`config.mk`:
```
export PLATFORM = sky130hd
export DESIGN_NAME = nand_microsequencer_vm
export DESIGN_NICKNAME = d
export VERILOG_FILES = /design/src/nmsv_pkg.sv /design/src/nmsv_ram.sv /design/src/nmsv_exec.sv /design/src/nmsv_outq.sv /design/src/nand_microsequencer_vm.sv
export SDC_FILE = /design/constraint.sdc
export NUM_CORES = 2
export LEC_CHECK = 0
export BUFFER_PORTS_ARGS = -buffer_cell sky130_fd_sc_hd__buf_2
export CAP_MARGIN = 20
export CELL_PAD_IN_SITES_DETAIL_PLACEMENT = 0
export CELL_PAD_IN_SITES_GLOBAL_PLACEMENT = 1
export CORE_MARGIN = 1
export CORE_UTILIZATION = 45
export DETAILED_ROUTE_END_ITERATION = 7
export PLACE_DENSITY = 0.75
export SYNTH_ARGS = -nofsm -noshare
export SYNTH_HDL_FRONTEND = slang
export SYNTH_SLANG_ARGS = --single-unit
```
`constraint.sdc`:
```
create_clock -name clk_i -period 7.55 [get_ports clk_i]
set_clock_uncertainty 0.2 [all_clocks]
set_input_delay 1.51 -clock clk_i [delete_from_list [all_inputs] [get_ports clk_i]]
set_output_delay 1.51 -clock clk_i [all_outputs]
set_load 0.02 [all_outputs]
```
`src/nmsv_pkg.sv`:
```
// Shared types and constants for the NAND micro-sequencer.
// No dependencies; used by nmsv_exec, nmsv_outq and the top level.
package nmsv_pkg;

  // Input request types
  localparam logic [1:0] REQ_START = 2'd0;
  localparam logic [1:0] REQ_INSTR = 2'd1;
  localparam logic [1:0] REQ_RDATA = 2'd2;

  // Opcodes
  localparam logic [7:0] OP_TERM    = 8'h00;
  localparam logic [7:0] OP_NWR_IMM = 8'h01;
  localparam logic [7:0] OP_NWR_REG = 8'h02;
  localparam logic [7:0] OP_MRD     = 8'h03;
  localparam logic [7:0] OP_NRD_MSK = 8'h04;
  localparam logic [7:0] OP_LDI     = 8'h05;
  localparam logic [7:0] OP_MOV     = 8'h06;
  localparam logic [7:0] OP_WAIT    = 8'h07;
  localparam logic [7:0] OP_AND     = 8'h0a;
  localparam logic [7:0] OP_OR      = 8'h0b;
  localparam logic [7:0] OP_ADD     = 8'h0c;
  localparam logic [7:0] OP_SUB     = 8'h0d;
  localparam logic [7:0] OP_JNZ     = 8'h0e;
  localparam logic [7:0] OP_MWR     = 8'h11;
  localparam logic [7:0] OP_SHL     = 8'h13;
  localparam logic [7:0] OP_SHR     = 8'h14;
  localparam logic [7:0] OP_JZ      = 8'h17;
  localparam logic [7:0] OP_NRD_REG = 8'h18;
  localparam logic [7:0] OP_NWR_IND = 8'h19;

  // Memory-space address bit flipped on reads, cleared on writes
  localparam logic [31:0] MEM_FLIP = 32'h8000_0000;
  localparam logic [31:0] PC_STEP  = 32'd8;

  // Result queue depth: one waiting entry plus room for a two-result item
  localparam int unsigned OQ_DEPTH = 3;

  typedef enum logic [2:0] {
    KIND_FETCH  = 3'd0,
    KIND_NWRITE = 3'd1,
    KIND_NREAD  = 3'd2,
    KIND_MREAD  = 3'd3,
    KIND_MWRITE = 3'd4,
    KIND_DONE   = 3'd5,
    KIND_BADOP  = 3'd6,
    KIND_UNEXP  = 3'd7
  } kind_e;

  typedef struct packed {
    kind_e       kind;
    logic [31:0] addr;
    logic [31:0] data;
    logic        last;
  } res_t;

endpackage

```
`src/nmsv_ram.sv`:
```
// Generic RAM: one write port, two registered read ports.
// No dependencies.
module nmsv_ram #(
  parameter int unsigned WIDTH = 32,
  parameter int unsigned DEPTH = 8
) (
  input  logic                     clk_i,
  input  logic                     we_i,
  input  logic [$clog2(DEPTH)-1:0] waddr_i,
  input  logic [WIDTH-1:0]         wdata_i,
  input  logic [$clog2(DEPTH)-1:0] raddr_a_i,
  input  logic [$clog2(DEPTH)-1:0] raddr_b_i,
  output logic [WIDTH-1:0]         rdata_a_o,
  output logic [WIDTH-1:0]         rdata_b_o
);

  logic [WIDTH-1:0] mem_q [DEPTH];

  always_ff @(posedge clk_i) begin
    if (we_i) begin
      mem_q[waddr_i] <= wdata_i;
    end
    rdata_a_o <= mem_q[raddr_a_i];
    rdata_b_o <= mem_q[raddr_b_i];
  end

endmodule

```
`src/nmsv_exec.sv`:
```
// Execute stage: decode, operand select, ALU and sequencer state.
// Depends on nmsv_pkg; register file data comes from an nmsv_ram instance.
module nmsv_exec #(
  parameter int unsigned NUM_REGS = 8
) (
  input  logic                        clk_i,
  input  logic                        rst_ni,
  input  logic                        fire_i,
  input  logic [1:0]                  req_i,
  input  logic [31:0]                 start_addr_i,
  input  logic [63:0]                 instr_i,
  input  logic [31:0]                 rdata_i,
  input  logic [31:0]                 ram_a_i,
  input  logic [31:0]                 ram_b_i,
  output logic                        wr_en_o,
  output logic [$clog2(NUM_REGS)-1:0] wr_addr_o,
  output logic [31:0]                 wr_data_o,
  output nmsv_pkg::res_t              res0_o,
  output nmsv_pkg::res_t              res1_o,
  output logic                        two_o
);

  localparam int unsigned RegAw = $clog2(NUM_REGS);

  // Sequencer state
  logic [31:0]       pc_q, pc_d;
  logic [31:0]       pstart_q, pstart_d;
  logic              run_q, run_d;
  logic              wait_q, wait_d;
  logic [RegAw-1:0]  pdest_q, pdest_d;
  logic [31:0]       pmask_q, pmask_d;
  logic [NUM_REGS-1:0] rvld_q;
  logic              clr_all;
  logic              we_raw;

  // Write-back bypass for the RAM's read-before-write
  logic              fwd_vld_q;
  logic [RegAw-1:0]  fwd_addr_q;
  logic [31:0]       fwd_data_q;

  // Decode
  logic [31:0]      imm, srcf, rd, rs, nxt, jmp;
  logic [7:0]       op;
  logic [RegAw-1:0] d, s;
  logic [31:0]      alu_a, alu_b, alu_y;

  assign imm  = instr_i[63:32];
  assign op   = instr_i[31:24];
  assign d    = instr_i[16 +: RegAw];
  assign s    = instr_i[0 +: RegAw];
  assign srcf = {16'h0000, instr_i[15:0]};
  assign nxt  = pc_q + nmsv_pkg::PC_STEP;
  assign jmp  = pstart_q + imm;

  // Operand select: bypass, then RAM data if the entry was written since start
  assign rd = (fwd_vld_q && fwd_addr_q == d) ? fwd_data_q : (rvld_q[d] ? ram_a_i : '0);
  assign rs = (fwd_vld_q && fwd_addr_q == s) ? fwd_data_q : (rvld_q[s] ? ram_b_i : '0);

  // ALU: register-register form when imm is zero
  assign alu_a = (imm == '0) ? rd : rs;
  assign alu_b = (imm == '0) ? rs : imm;

  always_comb begin
    case (op)
      nmsv_pkg::OP_AND: alu_y = alu_a & alu_b;
      nmsv_pkg::OP_OR:  alu_y = alu_a | alu_b;
      nmsv_pkg::OP_ADD: alu_y = alu_a + alu_b;
      nmsv_pkg::OP_SUB: alu_y = alu_a - alu_b;
      nmsv_pkg::OP_SHL: alu_y = (|alu_b[31:5]) ? '0 : (alu_a << alu_b[4:0]);
      default:          alu_y = (|alu_b[31:5]) ? '0 : (alu_a >> alu_b[4:0]);
    endcase
  end

  // Next state and results
  always_comb begin
    pc_d      = pc_q;
    pstart_d  = pstart_q;
    run_d     = run_q;
    wait_d    = wait_q;
    pdest_d   = pdest_q;
    pmask_d   = pmask_q;
    clr_all   = 1'b0;
    we_raw    = 1'b0;
    wr_addr_o = d;
    wr_data_o = alu_y;
    two_o     = 1'b0;
    res0_o.kind = nmsv_pkg::KIND_UNEXP;
    res0_o.addr = pc_q;
    res0_o.data = '0;
    res0_o.last = 1'b1;
    res1_o.kind = nmsv_pkg::KIND_FETCH;
    res1_o.addr = nxt;
    res1_o.data = '0;
    res1_o.last = 1'b1;

    if (req_i == nmsv_pkg::REQ_START) begin
      clr_all     = 1'b1;
      pstart_d    = start_addr_i;
      pc_d        = start_addr_i;
      run_d       = 1'b1;
      wait_d      = 1'b0;
      pdest_d     = '0;
      pmask_d     = '0;
      res0_o.kind = nmsv_pkg::KIND_FETCH;
      res0_o.addr = start_addr_i;
    end else if (req_i == nmsv_pkg::REQ_RDATA && wait_q) begin
      we_raw      = 1'b1;
      wr_addr_o   = pdest_q;
      wr_data_o   = rdata_i & pmask_q;
      wait_d      = 1'b0;
      res0_o.kind = nmsv_pkg::KIND_FETCH;
    end else if (req_i == nmsv_pkg::REQ_INSTR && run_q && !wait_q) begin
      pc_d        = nxt;
      res0_o.kind = nmsv_pkg::KIND_FETCH;
      res0_o.addr = nxt;
      case (op)
        nmsv_pkg::OP_TERM: begin
          run_d       = 1'b0;
          pc_d        = pc_q;
          res0_o.kind = nmsv_pkg::KIND_DONE;
          res0_o.addr = pc_q;
        end
        nmsv_pkg::OP_NWR_IMM, nmsv_pkg::OP_NWR_REG: begin
          two_o       = 1'b1;
          res0_o.kind = nmsv_pkg::KIND_NWRITE;
          res0_o.addr = srcf;
          res0_o.data = (op == nmsv_pkg::OP_NWR_IMM) ? imm : rd;
          res0_o.last = 1'b0;
        end
        nmsv_pkg::OP_NWR_IND: begin
          two_o       = 1'b1;
          res0_o.kind = nmsv_pkg::KIND_NWRITE;
          res0_o.addr = rs;
          res0_o.data = rd;
          res0_o.last = 1'b0;
        end
        nmsv_pkg::OP_MWR: begin
          two_o       = 1'b1;
          res0_o.kind = nmsv_pkg::KIND_MWRITE;
          res0_o.addr = rs & ~nmsv_pkg::MEM_FLIP;
          res0_o.data = rd;
          res0_o.last = 1'b0;
        end
        nmsv_pkg::OP_MRD: begin
          wait_d      = 1'b1;
          pdest_d     = d;
          pmask_d     = '1;
          res0_o.kind = nmsv_pkg::KIND_MREAD;
          res0_o.addr = rs ^ nmsv_pkg::MEM_FLIP;
        end
        nmsv_pkg::OP_NRD_MSK: begin
          wait_d      = 1'b1;
          pdest_d     = d;
          pmask_d     = imm;
          res0_o.kind = nmsv_pkg::KIND_NREAD;
          res0_o.addr = srcf;
        end
        nmsv_pkg::OP_NRD_REG: begin
          wait_d      = 1'b1;
          pdest_d     = d;
          pmask_d     = '1;
          res0_o.kind = nmsv_pkg::KIND_NREAD;
          res0_o.addr = rs;
        end
        nmsv_pkg::OP_LDI: begin
          we_raw    = 1'b1;
          wr_data_o = imm;
        end
        nmsv_pkg::OP_MOV: begin
          we_raw    = 1'b1;
          wr_data_o = rs;
        end
        nmsv_pkg::OP_WAIT: begin
        end
        nmsv_pkg::OP_AND, nmsv_pkg::OP_OR, nmsv_pkg::OP_ADD,
        nmsv_pkg::OP_SUB, nmsv_pkg::OP_SHL, nmsv_pkg::OP_SHR: begin
          we_raw = 1'b1;
        end
        nmsv_pkg::OP_JNZ: begin
          if (rd != '0) begin
            pc_d        = jmp;
            res0_o.addr = jmp;
          end
        end
        nmsv_pkg::OP_JZ: begin
          if (rd == '0) begin
            pc_d        = jmp;
            res0_o.addr = jmp;
          end
        end
        default: begin
          run_d       = 1'b0;
          pc_d        = pc_q;
          res0_o.kind = nmsv_pkg::KIND_BADOP;
          res0_o.addr = pc_q;
        end
      endcase
    end
  end

  assign wr_en_o = fire_i && we_raw;

  // State registers update only when an item executes; fwd_vld_q updates every cycle
  always_ff @(posedge clk_i or negedge rst_ni) begin
    if (!rst_ni) begin
      pc_q      <= '0;
      pstart_q  <= '0;
      run_q     <= 1'b0;
      wait_q    <= 1'b0;
      pdest_q   <= '0;
      pmask_q   <= '0;
      rvld_q    <= '0;
      fwd_vld_q <= 1'b0;
    end else begin
      fwd_vld_q <= wr_en_o;
      if (fire_i) begin
        pc_q     <= pc_d;
        pstart_q <= pstart_d;
        run_q    <= run_d;
        wait_q   <= wait_d;
        pdest_q  <= pdest_d;
        pmask_q  <= pmask_d;
        if (clr_all) begin
          rvld_q <= '0;
        end else if (we_raw) begin
          rvld_q[wr_addr_o] <= 1'b1;
        end
      end
    end
  end

  // Bypass payload
  always_ff @(posedge clk_i) begin
    if (wr_en_o) begin
      fwd_addr_q <= wr_addr_o;
      fwd_data_q <= wr_data_o;
    end
  end

endmodule

```
`src/nmsv_outq.sv`:
```
// Result queue: takes one or two results per item, gives one per cycle when ready.
// Depends on nmsv_pkg.
module nmsv_outq (
  input  logic           clk_i,
  input  logic           rst_ni,
  input  logic           push_i,
  input  logic           two_i,
  input  nmsv_pkg::res_t res0_i,
  input  nmsv_pkg::res_t res1_i,
  output logic           room_o,
  output logic           out_valid_o,
  input  logic           out_ready_i,
  output nmsv_pkg::res_t head_o
);

  localparam int unsigned CntW = $clog2(nmsv_pkg::OQ_DEPTH + 1);

  nmsv_pkg::res_t ent_q [nmsv_pkg::OQ_DEPTH];
  nmsv_pkg::res_t ent_d [nmsv_pkg::OQ_DEPTH];
  logic [CntW-1:0] cnt_q, cnt_d, base;
  logic            pop;

  assign out_valid_o = (cnt_q != '0);
  assign head_o      = ent_q[0];
  assign pop         = out_valid_o && out_ready_i;
  assign base        = cnt_q - CntW'(pop);
  // Room for a two-result item after this cycle's pop
  assign room_o      = (base <= CntW'(nmsv_pkg::OQ_DEPTH - 2));
  assign cnt_d       = base + CntW'(push_i) + CntW'(push_i && two_i);

  // Shift out the head, then append behind the survivors
  always_comb begin
    for (int i = 0; i < nmsv_pkg::OQ_DEPTH; i++) begin
      if (pop && i < nmsv_pkg::OQ_DEPTH - 1) begin
        ent_d[i] = ent_q[i + 1];
      end else begin
        ent_d[i] = ent_q[i];
      end
      if (push_i && CntW'(i) == base) begin
        ent_d[i] = res0_i;
      end
      if (push_i && two_i && CntW'(i) == base + CntW'(1)) begin
        ent_d[i] = res1_i;
      end
    end
  end

  always_ff @(posedge clk_i or negedge rst_ni) begin
    if (!rst_ni) begin
      cnt_q <= '0;
    end else begin
      cnt_q <= cnt_d;
    end
  end

  always_ff @(posedge clk_i) begin
    for (int i = 0; i < nmsv_pkg::OQ_DEPTH; i++) begin
      ent_q[i] <= ent_d[i];
    end
  end

endmodule

```
`src/nand_microsequencer_vm.sv`:
```
// Top level of the NAND controller micro-sequencer.
// Depends on nmsv_pkg, nmsv_ram, nmsv_exec and nmsv_outq.
//
//   channel | direction | handshake                | payload
//   --------+-----------+--------------------------+-------------------------------------
//   in      | to block  | in_valid_i / in_ready_o   | req_type, start_address, instruction,
//           |           |                          | read_data
//   out     | from block| out_valid_o / out_ready_i | request_kind, bus_address,
//           |           |                          | write_data, last
//
// An accepted request waits in the input register while the register file RAM
// is read, executes once the result queue has room, and lands in a three-entry
// result queue, whose head is presented on the output port.
// Throughput is one request per cycle while the result queue has room; a request
// with two results (a write followed by a fetch) delivers them one after the other.
// The block stalls input only when the result queue cannot take two more results.
// Reset clears the sequencer state; register file entries read as zero until written.
module nand_microsequencer_vm #(
  parameter int unsigned NUM_REGS = 8
) (
  input  logic        clk_i,
  input  logic        rst_ni,
  input  logic        in_valid_i,
  output logic        in_ready_o,
  input  logic [1:0]  req_type_i,
  input  logic [31:0] start_address_i,
  input  logic [63:0] instruction_i,
  input  logic [31:0] read_data_i,
  output logic        out_valid_o,
  input  logic        out_ready_i,
  output logic [2:0]  request_kind_o,
  output logic [31:0] bus_address_o,
  output logic [31:0] write_data_o,
  output logic        last_o
);

  localparam int unsigned RegAw = $clog2(NUM_REGS);

  // Input register
  logic        ivld_q;
  logic [1:0]  req_q;
  logic [31:0] start_q;
  logic [63:0] instr_q;
  logic [31:0] rdata_q;
  logic        fire, room, accept;

  logic             wr_en;
  logic [RegAw-1:0] wr_addr;
  logic [31:0]      wr_data;
  logic [RegAw-1:0] raddr_a, raddr_b;
  logic [31:0]      ram_a, ram_b;
  nmsv_pkg::res_t   res0, res1, head;
  logic             two;

  assign fire       = ivld_q && room;
  assign in_ready_o = !ivld_q || fire;
  assign accept     = in_valid_i && in_ready_o;

  always_ff @(posedge clk_i or negedge rst_ni) begin
    if (!rst_ni) begin
      ivld_q <= 1'b0;
    end else if (in_ready_o) begin
      ivld_q <= in_valid_i;
    end
  end

  always_ff @(posedge clk_i) begin
    if (accept) begin
      req_q   <= req_type_i;
      start_q <= start_address_i;
      instr_q <= instruction_i;
      rdata_q <= read_data_i;
    end
  end

  // Register file read follows the request that will sit in the input register
  assign raddr_a = in_ready_o ? instruction_i[16 +: RegAw] : instr_q[16 +: RegAw];
  assign raddr_b = in_ready_o ? instruction_i[0 +: RegAw]  : instr_q[0 +: RegAw];

  nmsv_ram #(
    .WIDTH (32),
    .DEPTH (NUM_REGS)
  ) u_regs (
    .clk_i     (clk_i),
    .we_i      (wr_en),
    .waddr_i   (wr_addr),
    .wdata_i   (wr_data),
    .raddr_a_i (raddr_a),
    .raddr_b_i (raddr_b),
    .rdata_a_o (ram_a),
    .rdata_b_o (ram_b)
  );

  nmsv_exec #(
    .NUM_REGS (NUM_REGS)
  ) u_exec (
    .clk_i        (clk_i),
    .rst_ni       (rst_ni),
    .fire_i       (fire),
    .req_i        (req_q),
    .start_addr_i (start_q),
    .instr_i      (instr_q),
    .rdata_i      (rdata_q),
    .ram_a_i      (ram_a),
    .ram_b_i      (ram_b),
    .wr_en_o      (wr_en),
    .wr_addr_o    (wr_addr),
    .wr_data_o    (wr_data),
    .res0_o       (res0),
    .res1_o       (res1),
    .two_o        (two)
  );

  nmsv_outq u_outq (
    .clk_i       (clk_i),
    .rst_ni      (rst_ni),
    .push_i      (fire),
    .two_i       (two),
    .res0_i      (res0),
    .res1_i      (res1),
    .room_o      (room),
    .out_valid_o (out_valid_o),
    .out_ready_i (out_ready_i),
    .head_o      (head)
  );

  assign request_kind_o = head.kind;
  assign bus_address_o  = head.addr;
  assign write_data_o   = head.data;
  assign last_o         = head.last;

  // Checks
  a_push_visible: assert property (@(posedge clk_i) disable iff (!rst_ni)
    fire |=> out_valid_o)
    else $error("executed request left no result in the queue");

  a_two_only_instr: assert property (@(posedge clk_i) disable iff (!rst_ni)
    fire && two |-> req_q == nmsv_pkg::REQ_INSTR)
    else $error("two results from a non-instruction request");

  a_start_no_write: assert property (@(posedge clk_i) disable iff (!rst_ni)
    fire && req_q == nmsv_pkg::REQ_START |-> !wr_en)
    else $error("register write on a start request");

endmodule

```
==> impl_metrics.env <==
export IMPL_cp_start_kind="register"
export IMPL_cts_tree="built"
export IMPL_synthMuxAreaShare_pct=12.4
export IMPL_violations="negative setup slack"
export IMPL_die_x_um=323
export IMPL_num_fill_cells=9136
export IMPL_synth_top_cell_area_share_pct=33.1
export IMPL_synth_compound_area_share_pct=20.7
export IMPL_port_buffers=198
export IMPL_timing_rr_start="instr_q[44]"
export IMPL_rr_endpoint="u_regs.mem_q[0][27]"
export IMPL_num_rows=117
export IMPL_syn_avg_cell_area_um2=10.5
export IMPL_cts_made_buffers=85
export IMPL_vias=41100
export IMPL_syn_area_um2=46400
export IMPL_worstSetupPathType="reg2reg"
export IMPL_critPathSlowestCell="nor4_1"
export IMPL_gr_total_overflow=0
export IMPL_die_y_um=323
export IMPL_path_depth=26
export IMPL_finish_net_count=4841
export IMPL_async_reset_ff_share_pct=14.2
export IMPL_synthFlopType="edfxtp_1"
export IMPL_ff2ff_setup_slack_ps=-30
export IMPL_h_tree_depth=3
export IMPL_cpLargestDelayFamily="compound AO/OA/AOI/OAI gates"
export IMPL_timing_final_crit_share_pct=100
export IMPL_io_pins=204
export IMPL_final_core_util_pct=52.4
export IMPL_worst_r2r_path_depth=26
export IMPL_ys_types=94
export IMPL_postRouteAntennaNets=0
export IMPL_synthSimpleGateAreaFrac_pct=11.4
export IMPL_worst_ep_required_time_ps=7870
export IMPL_cts_sinks=797
export IMPL_drive_gt1_share_pct=21.9
export IMPL_dr_first_iter_drc_count=6090
export IMPL_critical_path_startpoint="instr_q[44]"
export IMPL_dp_cells=5914
export IMPL_crit_top_cell="buf_4"
export IMPL_arrival_ps=7900
export IMPL_grt_max_degree=100
export IMPL_setup_viol=9
export IMPL_ir_worst_vdd_v=0.000311
export IMPL_synth_top_area_cell="edfxtp_1"
export IMPL_slew_headroom_pct=23.3
export IMPL_core_um2=102000
export IMPL_tightest_slew_ps=1150
export IMPL_synth_fa_ha_area_share_pct=2.19
export IMPL_status="complete, but fails checks"
export IMPL_yosysWarnings=0
export IMPL_fin_cells=6082
export IMPL_wl_per_cell_um=34.0
export IMPL_p_leak_uw=0.0191
export IMPL_post_cts_setup_buffers=0
export IMPL_synth_xor_area_share_pct=2.28
export IMPL_die_area_um2=104000
export IMPL_fin_ws_ps=-30.3
export IMPL_cap_violations=0
export IMPL_drc=0
export IMPL_min_period_ps=7580
export IMPL_hold_class="reg2reg"
export IMPL_yosysSeqAreaShare_pct=46.6
export IMPL_routed_via_density=6.76
export IMPL_crit_buf_inv=6
export IMPL_track_usage_pct=39.0
export IMPL_synth_edff_count=512
export IMPL_clockBufferDepth=3
export IMPL_synth_fp_nets=4623
export IMPL_grt_pass1_wl_um=288000
export IMPL_powerDensity_nw_per_um2=342
export IMPL_endpoint_kind="register"
export IMPL_cpPeakStageDelay_ps=730
export IMPL_crit_end="u_regs.mem_q[0][27]"
export IMPL_antenna_found_initial=22
export IMPL_worstPathMaxFanout=9
export IMPL_routed_wl_um=207000
export IMPL_fmax_mhz=132
export IMPL_clock_latency_ps=690
export IMPL_slew_violations=0
export IMPL_ys_ff_latch=797
export IMPL_hpwl_um=154000
export IMPL_gp_congestion=1.07
export IMPL_synth_cells=4419
export IMPL_synthTopCellsByArea="edfxtp_1 33%, dfxtp_1 7.4%, mux4_2 6.4%"
export IMPL_clkTransAtPathRegs_ps=60
export IMPL_firstDrtPassIters=8
export IMPL_hold_viol=0
export IMPL_synth_top_family_by_area="compound AO/OA/AOI/OAI gates"
export IMPL_rsz0062_at_grt="false"
export IMPL_area_growth_pct=15.1
export IMPL_grt_pass1_vias=37900
export IMPL_start_util_pct=45.5
export IMPL_root_buffer="clkbuf_16"
[synth_stat cells, drive strengths merged (62+ instances only)]
cell type,n
ha,67
nand3,104
and2,62
mux4,133
nor3,93
dfxtp,172
buf,136
xnor2,63
a21oi,230
mux2i,127
dfrtp,113
clkbuf,271
nor2,301
o21ai,365
nand2,422
mux2,133
edfxtp,512
[sequential cells by signal, indices dropped and copies added, names as in the netlist, 8 cells and up]
signal,count
u_exec.pstart_q,32
u_exec.pmask_q,32
u_exec.fwd_data_q,32
u_regs.rdata_a_o,32
rdata_q,32
u_regs.rdata_b_o,32
u_exec.pc_q,32
u_regs.mem_q,256
u_exec.rvld_q,8
u_outq.ent_q,204
start_q,32
instr_q,59
[worst min-delay path: cells and delay by family (launching register included)]
kind | cells | cell delay, ps
simple gates | 2 | 100
flops | 1 | 310
[layout make-up]
type	count	area [um2]	area share [%]
Timing Repair Buffer	538	3670	6.87
Inverter	59	221	0.414
Sequential cell	797	21600	40.5
Antenna cell	5	12.5	0.0234
Clock inverter	53	681	1.27
Multi-Input combinational cell	3156	23200	43.5
Tap cell	1368	1710	3.20
Clock buffer	106	2280	4.26
[repair_timing]
action,in CTS,in global routing
endpoints found under the setup margin,0,27
hold buffers,0,0
gates resized for setup,0,5
[cell usage in the layout, fill, tap and decap left out, types with 88 or more instances in the layout]
cell type / n
a21oi_1: 226
o21ai_0: 359
mux2i_1: 119
nor2_1: 288
dfrtp_1: 113
nand2_1: 419
mux2_2: 133
edfxtp_1: 512
nand3_1: 103
buf_4: 328
mux4_2: 131
nor3_1: 88
dfxtp_1: 172
buf_2: 199
[metrics by stage]
step           power, uW  cell area [um2]  hold WS (ps)  setup TNS (ps)  setup slack [ps]
6_report           18300            53500           253            -210             -30.3
5_1_grt            19100            53400           270               0              34.0
4_1_cts            18100            53400           252               0               247
3_5_place_dp       13700            50400           240               0               290
3_3_place_gp       13700            50400           224          -23820              -576
2_1_floorplan      11200            46500           211               0               731
[cell families (layout without fill, tap and decap cells)]
group	Yosys count	count (layout)
AO/OA/AOI/OAI	1404	1404
AND/OR/NAND/NOR	1156	1156
flip-flops	797	797
buffers and inverters	466	756
multiplexers	393	393
XOR/XNOR	121	121
adder cells (fa/ha/maj)	82	82
other	0	5
[layer usage]
layer  vias to the layer above  GRT usage [%]  wire, um
li1                      17500              -         -
met1                     20400           53.1     82800
met2                      2608           56.2     87500
met3                       590           9.79     22300
met4                        34           22.6     13600
met5                         -              0       357
[worst min path at each step]
stage,from,endpoint,slack (ps),cells past startpoint
after global placement,u_outq.ent_q[0][136],u_outq.ent_q[0][136],220,1
after detailed placement,u_outq.ent_q[0][136],u_outq.ent_q[0][136],240,1
after floorplan,u_outq.ent_q[0][136],u_outq.ent_q[0][136],210,1
after global routing,u_outq.ent_q[0][201],u_outq.ent_q[0][201],270,1
final,u_outq.ent_q[0][0],u_outq.ent_q[0][0],250,2
after CTS,u_outq.ent_q[0][0],u_outq.ent_q[0][0],250,2
[where the power goes]
group	leakage, uW	total, uW	internal (uW)	switching (uW)
sequential	0.00736	6410	5700	709
clock	0.00145	4420	2560	1860
combinational	0.0103	7470	2640	4820
Note: power is estimated with default switching activity, not from simulation.
